## src/rtl/sqvg_pkg.sv

```systemverilog
// Package for the sprite quad vertex generator: word structs and constants.
// No dependencies.
`default_nettype none
package sqvg_pkg;

  typedef struct packed {
    logic signed [31:0] pos_x;
    logic signed [31:0] pos_y;
    logic signed [31:0] pos_z;
    logic signed [31:0] angle_x;
    logic signed [31:0] angle_y;
    logic signed [31:0] angle_z;
    logic signed [31:0] scale_x;
    logic signed [31:0] scale_y;
    logic signed [31:0] scale_z;
    logic signed [31:0] half_width;
    logic signed [31:0] half_height;
    logic        [31:0] texture_id;
  } sqvg_in_t;

  typedef struct packed {
    logic signed [31:0] vertex_x;
    logic signed [31:0] vertex_y;
    logic signed [31:0] vertex_z;
    logic        [1:0]  corner;
    logic        [4:0]  slot;
    logic               flush_before;
    logic               last;
  } sqvg_out_t;

  localparam int CORDIC_STEPS = 24;
  localparam logic signed [33:0] CORDIC_GAIN = 34'sd652032874;
  localparam logic signed [33:0] Q30_ONE = 34'sd1073741824;

  function automatic logic signed [33:0] turn_atan(input logic [4:0] i);
    case (i)
      5'd0:  turn_atan = 34'sd536870912;
      5'd1:  turn_atan = 34'sd316933406;
      5'd2:  turn_atan = 34'sd167458907;
      5'd3:  turn_atan = 34'sd85004756;
      5'd4:  turn_atan = 34'sd42667331;
      5'd5:  turn_atan = 34'sd21354465;
      5'd6:  turn_atan = 34'sd10679838;
      5'd7:  turn_atan = 34'sd5340245;
      5'd8:  turn_atan = 34'sd2670163;
      5'd9:  turn_atan = 34'sd1335087;
      5'd10: turn_atan = 34'sd667544;
      5'd11: turn_atan = 34'sd333772;
      5'd12: turn_atan = 34'sd166886;
      5'd13: turn_atan = 34'sd83443;
      5'd14: turn_atan = 34'sd41722;
      5'd15: turn_atan = 34'sd20861;
      5'd16: turn_atan = 34'sd10430;
      5'd17: turn_atan = 34'sd5215;
      5'd18: turn_atan = 34'sd2608;
      5'd19: turn_atan = 34'sd1304;
      5'd20: turn_atan = 34'sd652;
      5'd21: turn_atan = 34'sd326;
      5'd22: turn_atan = 34'sd163;
      5'd23: turn_atan = 34'sd81;
      default: turn_atan = 34'sd0;
    endcase
  endfunction

endpackage
`default_nettype wire

```

## src/rtl/sqvg_cordic.sv

```systemverilog
// Iterative sine/cosine unit: angle to binary angle by a byte-wise reciprocal
// divide by 45, then one CORDIC rotation per cycle. Depends on sqvg_pkg.
`default_nettype none
module sqvg_cordic
  import sqvg_pkg::*;
#(
  parameter int FRACTION_BITS = 16
) (
  input  wire logic               clk,
  input  wire logic               rst_n,
  input  wire logic               start,
  input  wire logic signed [31:0] deg,
  output logic                    done,
  output logic signed [33:0]      cos_q,
  output logic signed [33:0]      sin_q
);

  localparam int YSH = 29 - FRACTION_BITS;
  localparam logic signed [63:0] KOFF = 64'sd45 <<< 53;
  localparam logic [13:0] RECIP45 = 14'd11651;

  typedef enum logic [3:0] {
    C_IDLE = 4'b0001, C_DIV = 4'b0010, C_ROT = 4'b0100, C_OUT = 4'b1000
  } cst_t;

  cst_t state_r, state_nxt;
  logic [5:0]  cnt_r, cnt_nxt;
  logic [63:0] num_r, num_nxt;
  logic [5:0]  rem_r, rem_nxt;
  logic [31:0] q_r, q_nxt;
  logic signed [33:0] x_r, x_nxt, y_r, y_nxt, z_r, z_nxt;
  logic flip_r, flip_nxt;

  logic signed [63:0] yd;
  logic [13:0] nd;
  logic [27:0] qprod;
  logic [7:0]  qd;
  logic [13:0] qm;
  logic [31:0] ba;
  logic signed [33:0] dx, dy, xf, yf;

  always_comb begin
    yd = 64'(deg) <<< YSH;
    nd = {rem_r, num_r[63:56]};
    qprod = 28'(nd) * 28'(RECIP45);
    qd = qprod[26:19];
    qm = 14'(qd) * 14'd45;
    dx = y_r >>> cnt_r[4:0];
    dy = x_r >>> cnt_r[4:0];
    ba = q_r;
    xf = flip_r ? -x_r : x_r;
    yf = flip_r ? -y_r : y_r;
    state_nxt = state_r;
    cnt_nxt = cnt_r;
    num_nxt = num_r;
    rem_nxt = rem_r;
    q_nxt = q_r;
    x_nxt = x_r; y_nxt = y_r; z_nxt = z_r;
    flip_nxt = flip_r;
    case (state_r)
      C_IDLE: if (start) begin
        num_nxt = 64'(yd + KOFF);
        rem_nxt = '0;
        cnt_nxt = 6'd8;
        state_nxt = C_DIV;
      end
      C_DIV: begin
        if (cnt_r == 0) begin
          flip_nxt = ba[30] ^ ba[31];
          z_nxt = 34'(signed'({ba[31] ^ (ba[30] ^ ba[31]), ba[30:0]}));
          x_nxt = CORDIC_GAIN;
          y_nxt = '0;
          cnt_nxt = '0;
          state_nxt = C_ROT;
        end else begin
          rem_nxt = 6'(nd - qm);
          q_nxt = {q_r[23:0], qd};
          num_nxt = num_r << 8;
          cnt_nxt = cnt_r - 6'd1;
        end
      end
      C_ROT: begin
        if (z_r >= 0) begin
          x_nxt = x_r - dx; y_nxt = y_r + dy; z_nxt = z_r - turn_atan(cnt_r[4:0]);
        end else begin
          x_nxt = x_r + dx; y_nxt = y_r - dy; z_nxt = z_r + turn_atan(cnt_r[4:0]);
        end
        cnt_nxt = cnt_r + 6'd1;
        if (cnt_r == 6'(CORDIC_STEPS - 1)) state_nxt = C_OUT;
      end
      C_OUT: state_nxt = C_IDLE;
      default: state_nxt = C_IDLE;
    endcase
  end

  assign done = (state_r == C_OUT);
  assign cos_q = (xf > Q30_ONE) ? Q30_ONE : (xf < -Q30_ONE) ? -Q30_ONE : xf;
  assign sin_q = (yf > Q30_ONE) ? Q30_ONE : (yf < -Q30_ONE) ? -Q30_ONE : yf;

  always_ff @(posedge clk) begin
    if (!rst_n) begin
      state_r <= C_IDLE;
    end else begin
      state_r <= state_nxt;
    end
    cnt_r <= cnt_nxt;
    num_r <= num_nxt;
    rem_r <= rem_nxt;
    q_r <= q_nxt;
    x_r <= x_nxt;
    y_r <= y_nxt;
    z_r <= z_nxt;
    flip_r <= flip_nxt;
  end

endmodule
`default_nettype wire

```

## config.mk

```make
export PLATFORM = sky130hd
export DESIGN_NAME = sqvg_cordic
export DESIGN_NICKNAME = d
export VERILOG_FILES = /design/src/rtl/sqvg_pkg.sv /design/src/rtl/sqvg_cordic.sv
export SDC_FILE = /design/constraint.sdc
export NUM_CORES = 1
export LEC_CHECK = 0
export CAP_MARGIN = 10
export CORE_MARGIN = 2
export CORE_UTILIZATION = 55
export DETAILED_ROUTE_END_ITERATION = 8
export DONT_BUFFER_PORTS = 1
export GPL_ROUTABILITY_DRIVEN = 0
export PLACE_DENSITY_LB_ADDON = 0.12
export REMOVE_ABC_BUFFERS = 1
export SYNTH_ARGS = -nofsm -noshare
export SYNTH_HDL_FRONTEND = slang
export SYNTH_SLANG_ARGS = --single-unit
export TNS_END_PERCENT = 100
```

## constraint.sdc

```tcl
create_clock -name clk -period 12.7 [get_ports clk]
set_clock_uncertainty 0.05 [all_clocks]
set_input_delay 0 -clock clk [delete_from_list [all_inputs] [get_ports clk]]
set_output_delay 0 -clock clk [all_outputs]
set_load 0.01 [all_outputs]
```

==> run summary, run 1 <==
Min Clock Period, post-route: 7.947 ns
Synth Register Bits: 232
Chip Height: 222.4 µm
setup bufs post-CTS: 0
die width: 222.4 µm
commonest non-fill, non-tap cells in the layout: 357 x nand2_1, 260 x nor2_1, 233 x ha_1
number of synthesized flops with an enable pin: 198
DRT Pass-1 Iters: 6
initial antenna violation count: 2
Vias: 22718
num rows: 80
Cells after Synth: 3014
hold slack final: 0.05748 ns
Synth cell types: 92
CP max stage cell: edfxtp_1
DR WL/cell: 20.03 µm
clock-pin slew on the worst setup and hold paths: 0.06 ns
final net count: 3235
Setup TNS: 0 ns
Post-Syn Area: 26240 µm²
slew margin rel.: 26.93%
drt total wl: 71270 µm
share of layout cells above drive strength 1: 8.427%
worst stage delay on the critical path: 0.54 ns
synthesized area per cell: 8.706 µm²
Detail Route Antenna Nets: 0
vias in the first global route: 21690
top cells by area, synth: edfxtp_1 23%, ha_1 11%, xor2_1 5.3%
cell taking the most area after synthesis: edfxtp_1
CP Class: flop to flop
clock latency at the later pin of the worst-skew pair: 0.59 ns
overall routing resource usage: 28.35%
first-pass GRT wire length: 114800 µm
most common cell after layout, fill and taps aside: nand2_1
DR DRC count: 0
Longest Clk Path Bufs: 3
layout filler cell count: 4233
IO Pins: 104
hold_sp: rst_n
Setup-failing EPs final: 0
H-tree depth: 1
CP required: 12.97 ns
fin crit share: 62.57%
largest net degree at the start of global routing: 79
Critical Path AT: 8.21 ns
Root Buffer: clkbuf_16
reg2reg start: num_r[61]
Async S/R FF share, synth: 0%
post-synthesis sequential area ratio: 25.25%
CTS buffer count: 28
Synth-to-Final Area Change: 5.960%
footprint of the multi-input gates: 18280 µm²
Main synth FF type: edfxtp_1
Inst Count DP: 3472
GRT overflow: 0
clk sink count: 232
Post-Layout Cell Count: 3559
crit path from: num_r[61]
placed wire-length estimate: 52460 µm
final slew viol count: 0
CTS tree: yes
Max Cap Viol: 0
RSZ-0062 raised after global routing: false
Hold-fix buffers, CTS: 34
Worst-Margin Slew: 1.096 ns
Synth top area share: 22.66%
cell mode on critical path: ha_1
hold crit path type: primary input to flop
Vias per Instance: 6.383
die area: 49470 µm²
FF+latch area: 6626 µm²
Starting Density: 55.31%
input/output buffers: 0
CP max FO: 6
CP Launch Type: flop
Crit. End Element: flop
result of the run: complete, no violations
core area: 47450 µm²
initial drt markers: 2493
final hold violations: 0
fmax: 0.1258 GHz
post-CTS sizing: 0
Syn. warnings: 0
stage by stage:
step | setup slack [ns] | utilization, % | instance area (µm²)
floorplan | 1.902 | - | 25460
global placement | 4.838 | 55.83 | 26490
detailed placement | 4.744 | 55.83 | 26490
CTS | 4.738 | 58.60 | 27800
global route | 4.331 | 58.60 | 27800
finish | 4.753 | 58.60 | 27800
final timing paths:
path / end / slack (ns) / depth (start not counted)
hold reg to reg: ba[13] / 0.40 / 0
setup reg to reg: rem_r[5] / 4.75 / 28
hold / removal: state_r[0] / 0.06 / 2
setup / recovery: rem_r[5] / 4.75 / 28
final cells by class:
cell class / instances / area share [%]
sequential: 232 / 23.83
antenna: 1 / 0.009000
clock buffer: 40 / 3.060
inverter: 161 / 2.174
tap: 615 / 2.768
timing repair buffer: 62 / 1.980
clock inverter: 12 / 0.4410
multi-input combinational: 2436 / 65.74
cell families after synthesis:
group / after synthesis / share of synthesized area, %
AO/OA/AOI/OAI: 716 / 17.50
XOR/XNOR: 269 / 9.031
adder cells (fa/ha/maj): 279 / 14.62
buffers and inverters: 346 / 5.269
flip-flops: 232 / 25.25
multiplexers: 182 / 10.54
AND/OR/NAND/NOR: 990 / 17.79
layer usage:
layer,vias to the layer above,wire (µm),track usage (%)
met5,-,11,0
met4,2,2127,9.288
met3,146,5017,3.385
met2,974,31660,44.55
met1,10859,32460,40.75
li1,10737,-,-
worst max-delay path: cells and delay by family (launching register included):
| kind | cells | cell delay [ns] |
|---|---|---|
| adder cells (fa/ha/maj) | 12 | 4.76 |
| AO/OA/AOI/OAI | 7 | 1.21 |
| XOR/XNOR | 4 | 0.75 |
| flip-flops | 1 | 0.54 |
| AND/OR/NAND/NOR | 2 | 0.25 |
| buffers and inverters | 3 | 0.13 |
cells in the mapped netlist, types with 46 or more instances:
| library cell | number |
|---|---|
| ha_1 | 233 |
| mux2i_1 | 46 |
| nor2_1 | 261 |
| xor2_1 | 158 |
| nand3_1 | 47 |
| edfxtp_1 | 198 |
| nand2_1 | 358 |
| a21o_1 | 54 |
| fa_1 | 46 |
| inv_1 | 158 |
| mux4_2 | 48 |
| clkbuf_1 | 146 |
| mux2_2 | 70 |
| nor3_1 | 59 |
| a21oi_1 | 163 |
| xnor2_1 | 110 |
| o21ai_0 | 199 |
Power of run 1 is left out: the tool's default activity adds up to more than one toggle a clock period on the data nets, which glitch-free logic cannot reach.
==> inputs of run 2 (changes only) <==
==> constraint.sdc (replaced) <==
create_clock -name clk -period 6.6 [get_ports clk]
set_clock_uncertainty 0.05 [all_clocks]
set_input_delay 0 -clock clk [delete_from_list [all_inputs] [get_ports clk]]
set_output_delay 0 -clock clk [all_outputs]
set_load 0.01 [all_outputs]
==> run 2 against run 1 <==
Compared with the run above: the run now ends with setup timing left; first-iteration DRC count down 5.1%; global-route usage up 0.93 points; critical path depth up 1; register-to-register slack worse by 5.4 ns; setup slack worse by 5.4 ns; critical path type unchanged; highest routed layer unchanged.
==> run summary, run 2 (synthesis results as in run 1) <==
final hold violations: 0 (unchanged)
CP max FO: 2 (was 6)
Vias per Instance: 6.312 (was 6.383)
layout filler cell count: 4045 (was 4233)
FF-to-FF End: rem_r[5] (unchanged)
Worst-Margin Slew: 1.107 ns (was 1.096 ns)
die width: 222.4 µm (unchanged)
worst hold stages: 2 (unchanged)
Synth-to-Final Area Change: 11.56% (was 5.960%)
GRT overflow: 0 (unchanged)
Hold Path End: state_r[0] (unchanged)
largest net degree at the start of global routing: 77 (was 79)
clock-pin slew on the worst setup and hold paths: 0.06 ns (about the same)
overall routing resource usage: 29.29% (was 28.35%)
Detail Route Antenna Nets: 0 (unchanged)
CP max stage cell: fa_1 (was edfxtp_1)
Starting Density: 55.31% (unchanged)
most common cell after layout, fill and taps aside: nand2_1 (unchanged)
DR DRC count: 0 (unchanged)
IO Pins: 104 (unchanged)
r2r setup slk: -0.63 ns (was 4.75 ns)
fmax: 0.1383 GHz (was 0.1258 GHz)
first-pass GRT wire length: 118600 µm (was 114800 µm)
initial antenna violation count: 2 (unchanged)
clk sink count: 232 (unchanged)
RSZ-0062 raised after global routing: true (was false)
CP Class: flop to flop (unchanged)
CP Launch Type: flop (unchanged)
clock latency at the later pin of the worst-skew pair: 0.61 ns (was 0.59 ns)
Final Util: 61.70% (was 58.60%)
Longest Clk Path Bufs: 3 (unchanged)
CP required: 6.85 ns (was 12.97 ns)
fin crit share: 109.5% (was 62.57%)
reg2reg start: num_r[59] (was num_r[61])
hold slack final: 0.03888 ns (was 0.05748 ns)
core area: 47450 µm² (unchanged)
hold_sp: rst_n (unchanged)
final net count: 3341 (was 3235)
CTS tree: yes (unchanged)
placed wire-length estimate: 54400 µm (was 52460 µm)
setup ws final: -0.6294 ns (was 4.753 ns)
post-route cell area: 29270 µm² (was 27800 µm²)
DRT Pass-1 Iters: 6 (unchanged)
Min Clock Period, post-route: 7.229 ns (was 7.947 ns)
Vias: 23141 (was 22718)
vias in the first global route: 22293 (was 21690)
reg2reg path depth: 29 (was 28)
share of layout cells above drive strength 1: 13.87% (was 8.427%)
die area: 49470 µm² (unchanged)
Setup-failing EPs final: 2 (was 0)
Crit. End Element: flop (unchanged)
drt total wl: 74950 µm (was 71270 µm)
initial drt markers: 2366 (was 2493)
num rows: 80 (unchanged)
CTS buffer count: 29 (was 28)
worst stage delay on the critical path: 0.54 ns (about the same)
result of the run: finished, violations left (was complete, no violations)
Max Cap Viol: 0 (unchanged)
placed cell areas: 27200 µm² (was 26490 µm²)
H-tree depth: 1 (unchanged)
DR WL/cell: 20.44 µm (was 20.03 µm)
input/output buffers: 0 (unchanged)
cell mode on critical path: ha_4 (was ha_1)
failing checks: setup timing
slew margin rel.: 26.20% (was 26.93%)
commonest non-fill, non-tap cells in the layout: 356 x nand2_1, 259 x nor2_1, 206 x ha_1 (was 357 x nand2_1, 260 x nor2_1, 233 x ha_1)
Critical Path AT: 7.48 ns (was 8.21 ns)
final slew viol count: 0 (unchanged)
hold crit path type: primary input to flop (unchanged)
Chip Height: 222.4 µm (unchanged)
Root Buffer: clkbuf_16 (unchanged)
-- run 2: cell count changes in the layout (fill, tap and decap cells not counted), moves of 5 or more --
| cell | delta |
|---|---|
| xnor2_1 | -10 |
| a21oi_1 | -6 |
| buf_4 | +89 |
| inv_1 | -9 |
| ha_1 | -27 |
| inv_2 | +9 |
| ha_4 | +25 |
| clkinvlp_4 | +5 |
| xnor2_2 | +9 |
| buf_6 | +11 |
-- run 2: cell type report --
type	count	area [µm²]	area share, %
Multi-Input combinational cell	2436	18810	64.27
Clock inverter	22	260.3	0.8890
Antenna cell	1	2.502	0.008548
Tap cell	615	769.5	2.629
Clock buffer	32	737.0	2.517
Timing Repair Buffer	167	1460	4.988
Sequential cell	232	6626	22.64
Inverter	161	604.3	2.064
-- run 2: metal layers --
metal | part of all wire (%) | GRT usage [%] | up-vias
met4 | 2.6 | 8.054 | 2
met5 | 0.015 | 0 | -
li1 | - | - | 10961
met1 | 45 | 41.48 | 11097
met2 | 45 | 46.97 | 916
met3 | 7.4 | 4.152 | 165
-- run 2: what timing repair did --
action,4_1_cts,5_1_grt
hold endpoints to repair,48,0
buffers inserted,9,6
cloned,0,2
hold buffers,34,0
gates resized for setup,34,56
setup endpoints to repair,4,6
pin swaps,44,43
-- run 2: worst max path at each step --
stage | start | end
floorplan | cnt_r[0] | x_r[0]
global placement | num_r[58] | rem_r[5]
detailed placement | num_r[58] | rem_r[5]
CTS | num_r[58] | rem_r[5]
global route | num_r[59] | rem_r[5]
finish | num_r[59] | rem_r[5]
-- run 2: critical path, delay by kind of cell, from the launching register on --
family | cells | cell delay, ns
xor+xnor | 7 | 1.19
simple gates | 2 | 0.20
flops | 1 | 0.42
fa+ha+maj | 11 | 3.89
buf+inv | 3 | 0.24
compound gates | 6 | 0.96
-- run 2: per-stage QoR --
stage,setup WS (ns),std cells,setup TNS (ns)
after floorplan,-4.198,2829,-666.94
after global placement,-0.9778,3560,-1.674
after detailed placement,-1.131,3560,-2.098
after CTS,-0.5452,3657,-0.6320
after global routing,-0.8702,3666,-1.437
final,-0.6294,3666,-0.8257
Power of run 2 is left out for the same reason.
