$ cat config.mk
export PLATFORM = sky130hd
export DESIGN_NAME = sqvg_slots
export DESIGN_NICKNAME = d
export VERILOG_FILES = /design/src/rtl/sqvg_pkg.sv /design/src/rtl/sqvg_slots.sv
export SDC_FILE = /design/constraint.sdc
export NUM_CORES = 1
export LEC_CHECK = 0
export ABC_AREA = 1
export BUFFER_PORTS_ARGS = -buffer_cell sky130_fd_sc_hd__buf_2
export CAP_MARGIN = 40
export CORE_ASPECT_RATIO = 1.25
export CORE_MARGIN = 1.5
export CORE_UTILIZATION = 60
export CTS_CLUSTER_SIZE = 14
export DETAILED_ROUTE_END_ITERATION = 16
export PLACE_DENSITY_LB_ADDON = 0.1
export SYNTH_ARGS = -nofsm -noshare
export SYNTH_HDL_FRONTEND = slang
export SYNTH_SLANG_ARGS = --single-unit
$ cat constraint.sdc
create_clock -name clk -period 6.4 [get_ports clk]
set_input_delay 0.32 -clock clk [delete_from_list [all_inputs] [get_ports clk]]
set_output_delay 0.32 -clock clk [all_outputs]
set_load 0.1 [all_outputs]
$ cat src/rtl/sqvg_pkg.sv
// Package for the sprite quad vertex generator: word structs and constants.
// No dependencies.
`default_nettype none
package sqvg_pkg;

  typedef struct packed {
    logic signed [31:0] pos_x;
    logic signed [31:0] pos_y;
    logic signed [31:0] pos_z;
    logic signed [31:0] angle_x;
    logic signed [31:0] angle_y;
    logic signed [31:0] angle_z;
    logic signed [31:0] scale_x;
    logic signed [31:0] scale_y;
    logic signed [31:0] scale_z;
    logic signed [31:0] half_width;
    logic signed [31:0] half_height;
    logic        [31:0] texture_id;
  } sqvg_in_t;

  typedef struct packed {
    logic signed [31:0] vertex_x;
    logic signed [31:0] vertex_y;
    logic signed [31:0] vertex_z;
    logic        [1:0]  corner;
    logic        [4:0]  slot;
    logic               flush_before;
    logic               last;
  } sqvg_out_t;

  localparam int CORDIC_STEPS = 24;
  localparam logic signed [33:0] CORDIC_GAIN = 34'sd652032874;
  localparam logic signed [33:0] Q30_ONE = 34'sd1073741824;

  function automatic logic signed [33:0] turn_atan(input logic [4:0] i);
    case (i)
      5'd0:  turn_atan = 34'sd536870912;
      5'd1:  turn_atan = 34'sd316933406;
      5'd2:  turn_atan = 34'sd167458907;
      5'd3:  turn_atan = 34'sd85004756;
      5'd4:  turn_atan = 34'sd42667331;
      5'd5:  turn_atan = 34'sd21354465;
      5'd6:  turn_atan = 34'sd10679838;
      5'd7:  turn_atan = 34'sd5340245;
      5'd8:  turn_atan = 34'sd2670163;
      5'd9:  turn_atan = 34'sd1335087;
      5'd10: turn_atan = 34'sd667544;
      5'd11: turn_atan = 34'sd333772;
      5'd12: turn_atan = 34'sd166886;
      5'd13: turn_atan = 34'sd83443;
      5'd14: turn_atan = 34'sd41722;
      5'd15: turn_atan = 34'sd20861;
      5'd16: turn_atan = 34'sd10430;
      5'd17: turn_atan = 34'sd5215;
      5'd18: turn_atan = 34'sd2608;
      5'd19: turn_atan = 34'sd1304;
      5'd20: turn_atan = 34'sd652;
      5'd21: turn_atan = 34'sd326;
      5'd22: turn_atan = 34'sd163;
      5'd23: turn_atan = 34'sd81;
      default: turn_atan = 34'sd0;
    endcase
  endfunction

endpackage
`default_nettype wire

$ cat src/rtl/sqvg_slots.sv
// Texture slot table with a sequential search, one entry per cycle.
// Depends on sqvg_pkg.
`default_nettype none
module sqvg_slots
  import sqvg_pkg::*;
#(
  parameter int TEXTURE_SLOTS = 16
) (
  input  wire logic        clk,
  input  wire logic        rst_n,
  input  wire logic        start,
  input  wire logic [31:0] id,
  output logic             done,
  output logic [4:0]       slot,
  output logic             flush
);

  localparam int IW = (TEXTURE_SLOTS > 1) ? $clog2(TEXTURE_SLOTS) : 1;
  localparam int CW = $clog2(TEXTURE_SLOTS + 1);

  typedef enum logic [2:0] {
    S_IDLE = 3'b001, S_SCAN = 3'b010, S_DONE = 3'b100
  } sst_t;

  sst_t state_r;
  logic [31:0] table_r [TEXTURE_SLOTS];
  logic [31:0] id_r;
  logic [CW-1:0] used_r, idx_r;
  logic [4:0] slot_r;
  logic flush_r;

  assign done = (state_r == S_DONE);
  assign slot = slot_r;
  assign flush = flush_r;

  always_ff @(posedge clk) begin
    if (!rst_n) begin
      state_r <= S_IDLE;
      used_r <= '0;
    end else begin
      case (state_r)
        S_IDLE: if (start) begin
          id_r <= id;
          idx_r <= '0;
          flush_r <= 1'b0;
          if (id == 32'd0) begin
            slot_r <= '0;
            state_r <= S_DONE;
          end else begin
            state_r <= S_SCAN;
          end
        end
        S_SCAN: begin
          if (idx_r < used_r) begin
            if (table_r[idx_r[IW-1:0]] == id_r) begin
              slot_r <= 5'(idx_r + CW'(1));
              state_r <= S_DONE;
            end
            idx_r <= idx_r + CW'(1);
          end else if (used_r >= CW'(TEXTURE_SLOTS)) begin
            table_r[0] <= id_r;
            used_r <= CW'(1);
            slot_r <= 5'd1;
            flush_r <= 1'b1;
            state_r <= S_DONE;
          end else begin
            table_r[used_r[IW-1:0]] <= id_r;
            used_r <= used_r + CW'(1);
            slot_r <= 5'(used_r + CW'(1));
            state_r <= S_DONE;
          end
        end
        S_DONE: state_r <= S_IDLE;
        default: state_r <= S_IDLE;
      endcase
    end
  end

endmodule
`default_nettype wire

==> results.md, run 1 <==
| Metric | Reported |
| --- | --- |
| Average vias per placed instance | 5.84 |
| Count of pins on the block boundary | 42 |
| Post-synth design cell area | 0.0238 mm^2 |
| Starting Density | 61.0% |
| Maximum clock frequency | 252 MHz |
| Critical Path RT | 6.64 ns |
| Power per Cell Area | 324 mW/mm^2 |
| Vias in the first global route | 15200 |
| Die footprint | 0.0410 mm^2 |
| Final Hold Slack | 0.0192 ns |
| Maximum buffer depth of the clock tree | 3 |
| Share of synthesized area occupied by flip-flops and latches | 70.9% |
| Final weighted congestion of routability-driven global placement | 0.852 |
| Synth Register Bits | 567 |
| Number of nets produced by synthesis | 2196 |
| Number of warnings reported in the yosys synthesis log | 0 |
| Largest cells by area after synthesis | sky130_fd_sc_hd__edfxtp_1 70%, sky130_fd_sc_hd__nand2_1 11%, sky130_fd_sc_hd__nand3_1 5.7% |
| Register area | 0.0169 mm^2 |
| VDD IR-drop max | 259 uV |
| Die H | 226 um |
| Multi-input gate area in the final layout | 0.00577 mm^2 |
| Total wire length after detailed routing | 58.4 mm |
| Least-Margin Pin Slew | 1.15 ns |
| Most used DFF post-synth | sky130_fd_sc_hd__edfxtp_1 |
| Port Buf Inserts | 41 |
| Post-Route Skew | 0.0106 ns |
| Final cycle utilization of the critical path | 61.9% |
| Total number of H-tree levels | 2 |
| Number of sinks driven by the clock tree | 567 |
| Peak fanout along the critical path | 17 |
| Number of endpoints with negative hold slack in the final report | 0 |
| Antenna cell count | 0 |
| Routed Antenna Nets | 0 |
| Number of library cell types mapped by synthesis | 32 |
| Library cell used as clock root buffer | sky130_fd_sc_hd__clkbuf_16 |
| Pin count of the biggest net entering global routing | 221 |
| Quantity of gates resized following cts | 0 |
| Total grt overflow | 0 |
| Type of the setup path with the least slack | flop to flop |
| Leakage | 0.0102 uW |
| Width of the die | 181 um |
| Startpoint class of the critical path | flop |
| Number of maximum-capacitance constraint violations | 0 |
| Core region area | 0.0391 mm^2 |
| Cell Rows | 81 |
| Total negative slack for setup checks | 0 ns |
| Share of layout cells above drive strength 1 | 7.71% |
| Proportion of synthesized flip-flops having asynchronous set or reset | 0% |
| Avg WL per Cell | 21.3 um |
| Path type of the worst min-delay path | primary input to flop |
| Cts bufs inserted | 52 |
| Number of flops mapped to enable cells by yosys | 555 |
| Result of the run | completed |
| Initial detailed-routing violation count | 1768 |
| Fill count | 2811 |
| Average instance area after synthesis | 11.1 um^2 |
| Layout Area Growth over Synthesis | 11.0% |
| CTS tree | done |
| Total GRT Usage | 29.0% |
| Wire length of the first global-routing pass | 88.1 mm |
| First-pass DRT Iterations | 6 |
| Cell type contributing the most total cell area after synthesis | sky130_fd_sc_hd__edfxtp_1 |
| Via total after detailed routing | 16000 |
| Endpoint arrival time on the critical path | 4.20 ns |
| Fin. max-slew vios | 0 |
| Final-report setup violation count | 0 |
| Type of destination of the critical path | flop |
| Number of remaining DRC errors | 0 |
| Antenna violations before repair | 0 |
| Period minus WS final | 3.96 ns |
| HPWL after detailed placement | 29.7 mm |
| Clock latency of the later-clocked register in the worst-skew pair | 0.58 ns |
| Relative max-transition margin | 23.4% |
| Clock-pin slew reported for the worst setup and hold paths after clock tree synthesis | 0.06 ns |
| Total number of nets in the final design | 2245 |
| Unrepaired setup endpoints after global routing | no |
| Area share of the largest cell type after synthesis | 69.9% |
| Mapped Cells | 2154 |
[synthesized netlist by cell type (6+ instances only)]
| cell | instances |
|---|---|
| sky130_fd_sc_hd__ha_1 | 7 |
| sky130_fd_sc_hd__dfxtp_1 | 12 |
| sky130_fd_sc_hd__buf_4 | 6 |
| sky130_fd_sc_hd__clkbuf_1 | 22 |
| sky130_fd_sc_hd__buf_1 | 16 |
| sky130_fd_sc_hd__inv_1 | 193 |
| sky130_fd_sc_hd__o21ai_1 | 8 |
| sky130_fd_sc_hd__buf_6 | 6 |
| sky130_fd_sc_hd__nor4_1 | 10 |
| sky130_fd_sc_hd__nand2_1 | 680 |
| sky130_fd_sc_hd__nand4_1 | 6 |
| sky130_fd_sc_hd__a21oi_1 | 20 |
| sky130_fd_sc_hd__nor2_1 | 143 |
| sky130_fd_sc_hd__nand3b_1 | 11 |
| sky130_fd_sc_hd__buf_2 | 55 |
| sky130_fd_sc_hd__nand3_1 | 272 |
| sky130_fd_sc_hd__edfxtp_1 | 555 |
| sky130_fd_sc_hd__o21ai_0 | 64 |
| sky130_fd_sc_hd__o211ai_1 | 42 |
[power by group]
group / internal, uW / switching (uW) / total [uW]
Sequential: 4130 / 84.7 / 4220
Clock: 1680 / 1310 / 2990
Combinational: 414 / 960 / 1370
[stage by stage]
step | cell area (um^2) | cells | power, uW | util (%) | setup WS, ns
final | 26500 | 2741 | 8580 | 67.7 | 2.44
after global routing | 26500 | 2741 | 8890 | 67.7 | 2.23
after CTS | 26500 | 2741 | 8590 | 67.7 | 2.48
after detailed placement | 24600 | 2619 | 5640 | 62.8 | 2.49
after global placement | 24500 | 2616 | 5600 | 62.6 | 2.60
after floorplan | 23800 | 2154 | 5270 | - | 1.03
[repair_timing]
action	4_1_cts	5_1_grt
setup buffers	0	0
endpoints found under the setup margin	0	0
hold buffers	28	0
hold endpoints to repair	28	0
[layer usage]
layer,global-route usage [%],vias to the layer above,routed length (um)
met5,0,-,0
met3,4.13,163,4700
met4,12.5,0,2330
li1,-,7394,-
met2,47.6,727,28000
met1,39.1,7735,23400
[critical path: stages, from the launching register on]
cell and delay (ns):
sky130_fd_sc_hd__dfxtp_1 0.33, sky130_fd_sc_hd__clkinv_1 0.23, sky130_fd_sc_hd__ha_1 0.37, sky130_fd_sc_hd__nand2_1 0.07, sky130_fd_sc_hd__nor2_1 0.09, sky130_fd_sc_hd__o21ai_0 0.09, sky130_fd_sc_hd__o211ai_1 0.13, sky130_fd_sc_hd__nand2_1 0.25
sky130_fd_sc_hd__nor2_1 0.28, sky130_fd_sc_hd__nand4_1 0.43, sky130_fd_sc_hd__nor2_4 0.84, sky130_fd_sc_hd__buf_4 0.49
[final timing paths]
check,from,to,slack (ns),cells past startpoint
worst max register to register,used_r[3],table_r[6][24],2.44,11
worst min register to register,used_r[3],used_r[3],0.47,2
worst min-delay path,id[11],id_r[11],0.02,1
worst max-delay path,used_r[3],table_r[6][24],2.44,11
[area by class of cell]
cell class | count | area share (%)
Sequential cell | 567 | 63.9
Multi-Input combinational cell | 1282 | 21.8
Clock buffer | 70 | 5.40
Timing Repair Buffer | 101 | 2.96
Inverter | 199 | 2.86
Tap cell | 498 | 2.35
Clock inverter | 24 | 0.714
[cells by family after synthesis]
logic type	after synthesis	share of synthesized area [%]
adders and majority gates	7	0.367
xor gates and xnor gates	3	0.110
DFF	567	70.9
AOI/OAI and AO/OA	138	3.40
and+or+nand+nor	1130	19.6
muxes	4	0.189
buffers and inverters	305	5.42
[registers in the layout, indices dropped and copies added, names as in the netlist, named ones only]
signal,cells
slot,5
state_r,3
idx_r,5
table_r,512
flush,1
used_r,5
id_r,32
[placed cells by master, fill, tap and decap left out, drive strengths merged, types with 20 or more instances in the layout]
cell type and instances:
nor2 144, dlygate4sd3 28, nand3 272, buf 73
o211ai 42, clkbuf 70, edfxtp 555, inv 197
o21ai 72, a21oi 20, nand2 680, clkinv 22
(Power assumes the default switching activity.)
==> run 2, diff against run 1 <==
- ABC_AREA: 1 -> 0
- clock period: 6.4 -> 3.7 ns (I/O delays scaled with it)
==> run 2 against run 1 <==
Compared with the run above:
- wire length shrank 15%
- final cell count shrank 37%
- register-to-register slack lost 2.1 ns
- final area shrank 3.2%
- power grew 50%
- setup slack lost 2.1 ns
- highest routed layer unchanged
- clock power grew 61%
- flip-flop and latch count is the same
- core utilization grew 2.5 points
==> results.md, run 2 <==
| Metric | Reported | vs previous |
| --- | --- | --- |
| Result of the run | completed |  |
| Cts bufs inserted | 51 | -1.9% |
| Post-synth design cell area | 0.0223 mm^2 | -6.5% |
| Clock latency of the later-clocked register in the worst-skew pair | 0.57 ns | about the same |
| Number of maximum-capacitance constraint violations | 0 | unchanged |
| Via total after detailed routing | 11000 | -31% |
| Most common cell in the synthesized netlist | sky130_fd_sc_hd__edfxtp_1 |  |
| Most frequent cells after synthesis | 555 x sky130_fd_sc_hd__edfxtp_1, 125 x sky130_fd_sc_hd__mux4_2, 65 x sky130_fd_sc_hd__mux2i_1, 48 x sky130_fd_sc_hd__xor2_1, 30 x sky130_fd_sc_hd__nor2_1 |  |
| First-pass DRT Iterations | 5 | -1 |
| Mapped Cells | 1054 | -51% |
| Path type of the worst min-delay path | primary input to flop |  |
| Type of the setup path with the least slack | flop to flop |  |
| Startpoint class of the critical path | flop |  |
| VDD IR-drop max | 411 uV | +59% |
| Total GRT Usage | 27.3% | -1.7 points |
| Quantity of gates resized following cts | 0 | unchanged |
| Clock-pin slew reported for the worst setup and hold paths after clock tree synthesis | 0.06 ns | about the same |
| Number of flops mapped to enable cells by yosys | 555 | unchanged |
| Total wire length after detailed routing | 49.8 mm | -15% |
| Cell Rows | 78 | -3.7% |
| Total negative slack for setup checks | 0 ns | unchanged |
| Number of library cell types mapped by synthesis | 44 | +38% |
| Most used DFF post-synth | sky130_fd_sc_hd__edfxtp_1 |  |
| Initial detailed-routing violation count | 1160 | -34% |
| Width of the die | 175 um | -3.2% |
| Period minus WS final | 3.38 ns | -0.582 ns |
| Post-Route Skew | 0.0195 ns | +0.00889 ns |
| HPWL after detailed placement | 28.7 mm | -3.6% |
| Power per Cell Area | 501 mW/mm^2 | +55% |
| Endpoint arrival time on the critical path | 3.62 ns | -0.58 ns |
| Total number of nets in the final design | 1247 | -44% |
| Final-report setup violation count | 0 | unchanged |
| Placed Instance Area | 0.0238 mm^2 | -3.1% |
| Average instance area after synthesis | 21.2 um^2 | +91% |
| Final cycle utilization of the critical path | 91.4% | +29 points |
| Routed Antenna Nets | 0 | unchanged |
| Number of remaining DRC errors | 0 | unchanged |
| Antenna violations before repair | 0 | unchanged |
| Reg with most FFs | table_r |  |
| Share of layout cells above drive strength 1 | 25.4% | +18 points |
| Total number of H-tree levels | 2 | unchanged |
| Pwr Total | 12800 uW | +50% |
| Number of cells in the finished layout apart from fillers | 1719 | -37% |
| Die footprint | 0.0384 mm^2 | -6.4% |
| Maximum buffer depth of the clock tree | 3 | unchanged |
| Library cell used as clock root buffer | sky130_fd_sc_hd__clkbuf_16 |  |
| Unrepaired setup endpoints after global routing | no |  |
| Number of sinks driven by the clock tree | 567 | unchanged |
| Antenna cell count | 0 | unchanged |
| Leading cell type in the layout, fill and taps excluded | sky130_fd_sc_hd__edfxtp_1 |  |
| Final weighted congestion of routability-driven global placement | 0.820 | -3.7% |
| Register area | 0.0169 mm^2 | about the same |
| Synth Register Bits | 567 | unchanged |
| Relative max-transition margin | 47.7% | +24 points |
| Placed cell count | 1598 | -39% |
| Number of nets produced by synthesis | 1096 | -50% |
| Core region area | 0.0365 mm^2 | -6.7% |
| Area share of the largest cell type after synthesis | 74.7% | +4.8 points |
| Largest registers | table_r (512), id_r (32) |  |
| Maximum clock frequency | 296 MHz | +17% |
| Proportion of synthesized flip-flops having asynchronous set or reset | 0% | unchanged |
| Wire length of the first global-routing pass | 73.4 mm | -17% |
| CTS tree | done |  |
| Top library cells by usage in the layout, fill and taps aside | 555 x sky130_fd_sc_hd__edfxtp_1, 125 x sky130_fd_sc_hd__mux4_2, 65 x sky130_fd_sc_hd__mux2i_1 |  |
| Multi-input gate area in the final layout | 0.00523 mm^2 | -9.3% |
| Starting Density | 61.1% | +0.16 points |
| Average vias per placed instance | 6.39 | +9.3% |
| Critical Path RT | 3.94 ns | -2.70 ns |
| Final cell area excluding filler cells | 0.0256 mm^2 | -3.2% |
| Number of endpoints with negative hold slack in the final report | 0 | unchanged |
| Cell type contributing the most total cell area after synthesis | sky130_fd_sc_hd__edfxtp_1 |  |
| Layout Area Growth over Synthesis | 14.8% |  |
| Leakage | 0.00824 uW | -19% |
| Flip-flop count of the largest register after layout | 512 | unchanged |
| Pin count of the biggest net entering global routing | 36 | -84% |
| Peak fanout along the critical path | 20 | +3 |
| Die H | 219 um | -3.2% |
| Fin. max-slew vios | 0 | unchanged |
| Type of destination of the critical path | flop |  |
| Least-Margin Pin Slew | 0.777 ns | -0.371 ns |
| Setup WS pre-CTS | 0.342 ns | -2.15 ns |
| Avg WL per Cell | 29.0 um | +36% |
| Count of pins on the block boundary | 42 | unchanged |
| Total grt overflow | 0 | unchanged |
| Vias in the first global route | 11200 | -26% |
| Share of synthesized area occupied by flip-flops and latches | 75.8% | +4.9 points |
| Port Buf Inserts | 41 | unchanged |
| Fill count | 2280 | -19% |
| Worst setup margin | 0.319 ns | -2.12 ns |
| Number of warnings reported in the yosys synthesis log | 0 | unchanged |
| Largest cells by area after synthesis | sky130_fd_sc_hd__edfxtp_1 75%, sky130_fd_sc_hd__mux4_2 13%, sky130_fd_sc_hd__mux2i_1 2.9% |  |
## run 2: logic make-up after synthesis
| group | share of synthesized area [%] |
|---|---|
| flip-flops | 75.8 |
| multiplexers | 15.7 |
| AND/OR/NAND/NOR | 2.68 |
| XOR/XNOR | 2.79 |
| buffers and inverters | 1.28 |
| AO/OA/AOI/OAI | 1.34 |
| adder cells (fa/ha/maj) | 0.393 |
## run 2: power breakdown
group          internal, uW  switching [uW]
sequential             7070             109
combinational           416             423
clock                  2660            2160
## run 2: per-layer routing
metal	up-vias	wire (um)	part of all wire (%)	global-route usage, %
met5	-	0	0	0
met4	0	1600	3.2	9.46
met3	80	3050	6.1	3.08
met2	428	25500	51	46.1
met1	5813	19700	39	37.6
li1	4655	-	-	-
## run 2: cell type report
class,instances,area share [%]
clock buffers,68,5.23
clock inverters,19,0.542
inverters,10,0.147
multi-input cells,434,20.4
flip-flops and latches,567,66.0
well taps,480,2.34
repair buffers,141,5.28
## run 2: timing repair
item	in CTS	in global routing
setup buffers	0	0
hold buffers	34	0
hold endpoints to repair	38	0
## run 2: worst max-delay path, cell delays in order (launching register included)
cell	delay [ns]
sky130_fd_sc_hd__dfxtp_4	0.49
sky130_fd_sc_hd__buf_12	0.23
sky130_fd_sc_hd__buf_12	0.17
sky130_fd_sc_hd__mux4_2	0.52
sky130_fd_sc_hd__xor2_1	0.17
sky130_fd_sc_hd__mux2i_1	0.26
sky130_fd_sc_hd__nand4_1	0.21
sky130_fd_sc_hd__o22ai_1	0.20
sky130_fd_sc_hd__o21ai_1	0.11
sky130_fd_sc_hd__o31ai_1	0.30
sky130_fd_sc_hd__and2_1	0.35
## run 2: path summary, 6_finish.rpt
path              from   endpoint  slack, ns  depth (start not counted)
min             id[16]   id_r[16]       0.35                          2
max               flop    slot[2]       0.32                         10
max reg2reg       flop    slot[2]       0.32                         10
min reg2reg  used_r[4]  used_r[4]       0.59                          2
## run 2: metrics by stage
| step | hold WS [ns] | utilization [%] |
|---|---|---|
| 2_1_floorplan | 0.284 | - |
| 3_3_place_gp | 0.376 | 65.2 |
| 3_5_place_dp | 0.379 | 65.2 |
| 4_1_cts | 0.319 | 70.2 |
| 5_1_grt | 0.340 | 70.2 |
| 6_report | 0.346 | 70.2 |
==> run 3, diff against run 2 <==
==> constraint.sdc (replaced) <==
create_clock -name clk -period 3.7 [get_ports clk]
set_input_delay 0.37 -clock clk [delete_from_list [all_inputs] [get_ports clk]]
set_output_delay 0.37 -clock clk [all_outputs]
set_load 0.1 [all_outputs]
==> run 3 against run 2 <==
Compared with the run above:
- sequential share of layout area is 0.49 points higher
- non-clock buffer count is 19 lower
- sequential power is essentially flat
- clock power about the same
- power decreased by 0.13%
- final cell count shrank 1.0%
- final area fell by 0.73%
- setup slack worse by 0.0012 ns
- die area unchanged
- fmax about the same
- first-iteration DRC count grew 4.6%
- wire length down 0.65%
- critical endpoint unchanged
- largest cell class unchanged
- largest power group unchanged
- highest routed layer unchanged
==> results.md, run 3 (synthesis results as in run 2) <==
| Metric | Reported | vs previous |
| --- | --- | --- |
| Result of the run | completed |  |
| Fin. max-slew vios | 0 | unchanged |
| Die H | 219 um | unchanged |
| Post-CTS Hold Fix Bufs | 14 | -59% |
| Final cell area excluding filler cells | 0.0254 mm^2 | -0.73% |
| Leading cell type in the layout, fill and taps excluded | sky130_fd_sc_hd__edfxtp_1 |  |
| Final weighted congestion of routability-driven global placement | 0.820 | unchanged |
| Leakage | 0.00816 uW | -0.96% |
| Routed Antenna Nets | 0 | unchanged |
| Number of maximum-capacitance constraint violations | 0 | unchanged |
| Share of layout cells above drive strength 1 | 25.8% | +0.40 points |
| Core region area | 0.0365 mm^2 | unchanged |
| Width of the die | 175 um | unchanged |
| Count of pins on the block boundary | 42 | unchanged |
| Setup WS pre-CTS | 0.342 ns | unchanged |
| Switching share of power | 21.0% | about the same |
| Library cell used as clock root buffer | sky130_fd_sc_hd__clkbuf_16 |  |
| Cts bufs inserted | 51 | unchanged |
| Proportion of power drawn by combinational gates | 6.4% | about the same |
| Die footprint | 0.0384 mm^2 | unchanged |
| Family with the most delay on the worst path | multiplexers |  |
| Maximum clock frequency | 296 MHz | about the same |
| Worst-case register-to-register setup slack | 0.32 ns | about the same |
| Port Buf Inserts | 41 | unchanged |
| Placed Instance Area | 0.0238 mm^2 | unchanged |
| Total wire length after detailed routing | 49.5 mm | -0.65% |
| Clock-pin slew reported for the worst setup and hold paths after clock tree synthesis | 0.06 ns | about the same |
| Largest registers | table_r (512), id_r (32) |  |
| Layout Area Growth over Synthesis | 14.0% |  |
| Average vias per placed instance | 6.43 | +0.69% |
| Top library cells by usage in the layout, fill and taps aside | 555 x sky130_fd_sc_hd__edfxtp_1, 125 x sky130_fd_sc_hd__mux4_2, 65 x sky130_fd_sc_hd__mux2i_1 |  |
| Critical-path cell with the highest stage delay | sky130_fd_sc_hd__mux4_2 |  |
| Clock latency of the later-clocked register in the worst-skew pair | 0.57 ns | about the same |
| Pwr Total | 12800 uW | -0.13% |
| Relative max-transition margin | 44.3% | -3.4 points |
| End point of the critical path | slot[2] |  |
| Pin count of the biggest net entering global routing | 36 | unchanged |
| Initial detailed-routing violation count | 1213 | +4.6% |
| Number of remaining DRC errors | 0 | unchanged |
| Endpoint arrival time on the critical path | 3.62 ns | about the same |
| Pint | 10100 uW | -0.13% |
| Vias in the first global route | 11100 | -1.4% |
| VDD IR-drop max | 408 uV | -0.70% |
| Starting Density | 61.1% | unchanged |
| Cell Rows | 78 | unchanged |
| Ordered list of cells on the worst path | buf_12, buf_12, mux4_2, xor2_1, mux2i_1, nand4_1, o22ai_1, o21ai_1, o31ai_1, and2_1 |  |
| First-pass DRT Iterations | 5 | unchanged |
| Path type of the worst min-delay path | primary input to flop |  |
| Post-Route Skew | 0.0159 ns | -0.00362 ns |
| Wire length of the first global-routing pass | 72.7 mm | -1.0% |
| Period minus WS final | 3.38 ns | +0.00122 ns |
| Critical Path RT | 3.94 ns | about the same |
| Total number of H-tree levels | 2 | unchanged |
| Type of the setup path with the least slack | flop to flop |  |
| Antenna violations before repair | 0 | unchanged |
| Number of endpoints with negative hold slack in the final report | 0 | unchanged |
| Flip-flop count of the largest register after layout | 512 | unchanged |
| Worst setup margin | 0.317 ns | -0.00122 ns |
| Unrepaired setup endpoints after global routing | no |  |
| Net switching component of the power | 2690 uW | -0.15% |
| Final-report setup violation count | 0 | unchanged |
| HPWL after detailed placement | 28.7 mm | unchanged |
| Total GRT Usage | 27.0% | -0.28 points |
| Reg with most FFs | table_r |  |
| Path depth of the worst reg2reg path | 10 | unchanged |
| Number of sinks driven by the clock tree | 567 | unchanged |
| Total number of nets in the final design | 1228 | -1.5% |
| Post-CTS Setup Repair Bufs | 0 | unchanged |
| Maximum buffer depth of the clock tree | 3 | unchanged |
| Relative contribution of the clock network to total power | 37.6% | about the same |
| Quantity of gates resized following cts | 0 | unchanged |
| Startpoint class of the critical path | flop |  |
| Final cycle utilization of the critical path | 91.4% | about the same |
| Type of destination of the critical path | flop |  |
| Power per Cell Area | 504 mW/mm^2 | +0.60% |
| CTS tree | done |  |
| Peak fanout along the critical path | 20 | unchanged |
| Placed cell count | 1598 | unchanged |
| Via total after detailed routing | 10900 | -0.36% |
| Library cell appearing most often on the critical path | sky130_fd_sc_hd__buf_12 |  |
| Number of cells in the finished layout apart from fillers | 1701 | -1.0% |
| Count of buffer and inverter cells on the critical path | 2 | unchanged |
| Fraction of power consumed by sequential logic | 56.0% | about the same |
| Final Hold Slack | 0.0275 ns | -0.318 ns |
| Crit path depth | 10 | unchanged |
| Critical register-to-register path endpoint | slot[2] |  |
| Least-Margin Pin Slew | 0.828 ns | +0.0505 ns |
| Delay of the slowest critical-path stage | 0.52 ns | about the same |
| Total grt overflow | 0 | unchanged |
| Avg WL per Cell | 29.1 um | +0.40% |
## run 3: area by class of cell
type | count | area [um^2]
tap | 480 | 601
timing repair buffer | 122 | 1160
sequential | 567 | 16900
multi-input combinational | 434 | 5230
clock inverter | 19 | 139
fill | 2301 | 11100
antenna | 1 | 2.50
clock buffer | 68 | 1340
inverter | 10 | 37.5
## run 3: worst reg2reg max path: stages (launching register included)
cell and delay [ns]:
sky130_fd_sc_hd__dfxtp_4 0.49, sky130_fd_sc_hd__buf_12 0.24, sky130_fd_sc_hd__buf_12 0.19, sky130_fd_sc_hd__mux4_2 0.52
sky130_fd_sc_hd__xor2_1 0.17, sky130_fd_sc_hd__mux2i_1 0.28, sky130_fd_sc_hd__nand4_1 0.21, sky130_fd_sc_hd__o22ai_1 0.20
sky130_fd_sc_hd__o21ai_1 0.11, sky130_fd_sc_hd__o31ai_1 0.30, sky130_fd_sc_hd__and2_1 0.35
## run 3: how the worst min path moves through the flow
| stage | slack (ns) | depth (start not counted) | end | startpoint |
|---|---|---|---|---|
| after floorplan | 0.47 | 0 | id_r[0] | id[0] |
| after global placement | 0.56 | 1 | id_r[28] | id[28] |
| after detailed placement | 0.56 | 1 | id_r[28] | id[28] |
| after CTS | 0.0005 | 1 | id_r[5] | id[5] |
| after global routing | 0.005 | 1 | id_r[5] | id[5] |
| final | 0.03 | 1 | id_r[31] | id[31] |
## run 3: through the flow
step	util [%]	setup TNS [ns]
after floorplan	-	-85.39
after global placement	65.2	0
after detailed placement	65.2	0
after CTS	69.6	0
after global routing	69.7	0
final	69.7	0
## run 3: power by group through the flow
stage	Combinational [uW]	Clock (uW)	Sequential, uW
final	824	4820	7180
after CTS	832	4900	7180
after global placement	807	0	7320
after floorplan	571	0	7270
after global routing	876	5140	7190
after detailed placement	817	0	7320
## run 3: per-layer routing
layer | vias up | global-route usage, % | routed length (um) | share of wire (%)
li1 | 4608 | - | - | -
met1 | 5834 | 37.3 | 19500 | 39
met5 | - | 0 | 0 | 0
met4 | 0 | 8.66 | 1440 | 2.9
met3 | 70 | 3.06 | 3140 | 6.3
met2 | 424 | 45.8 | 25400 | 51
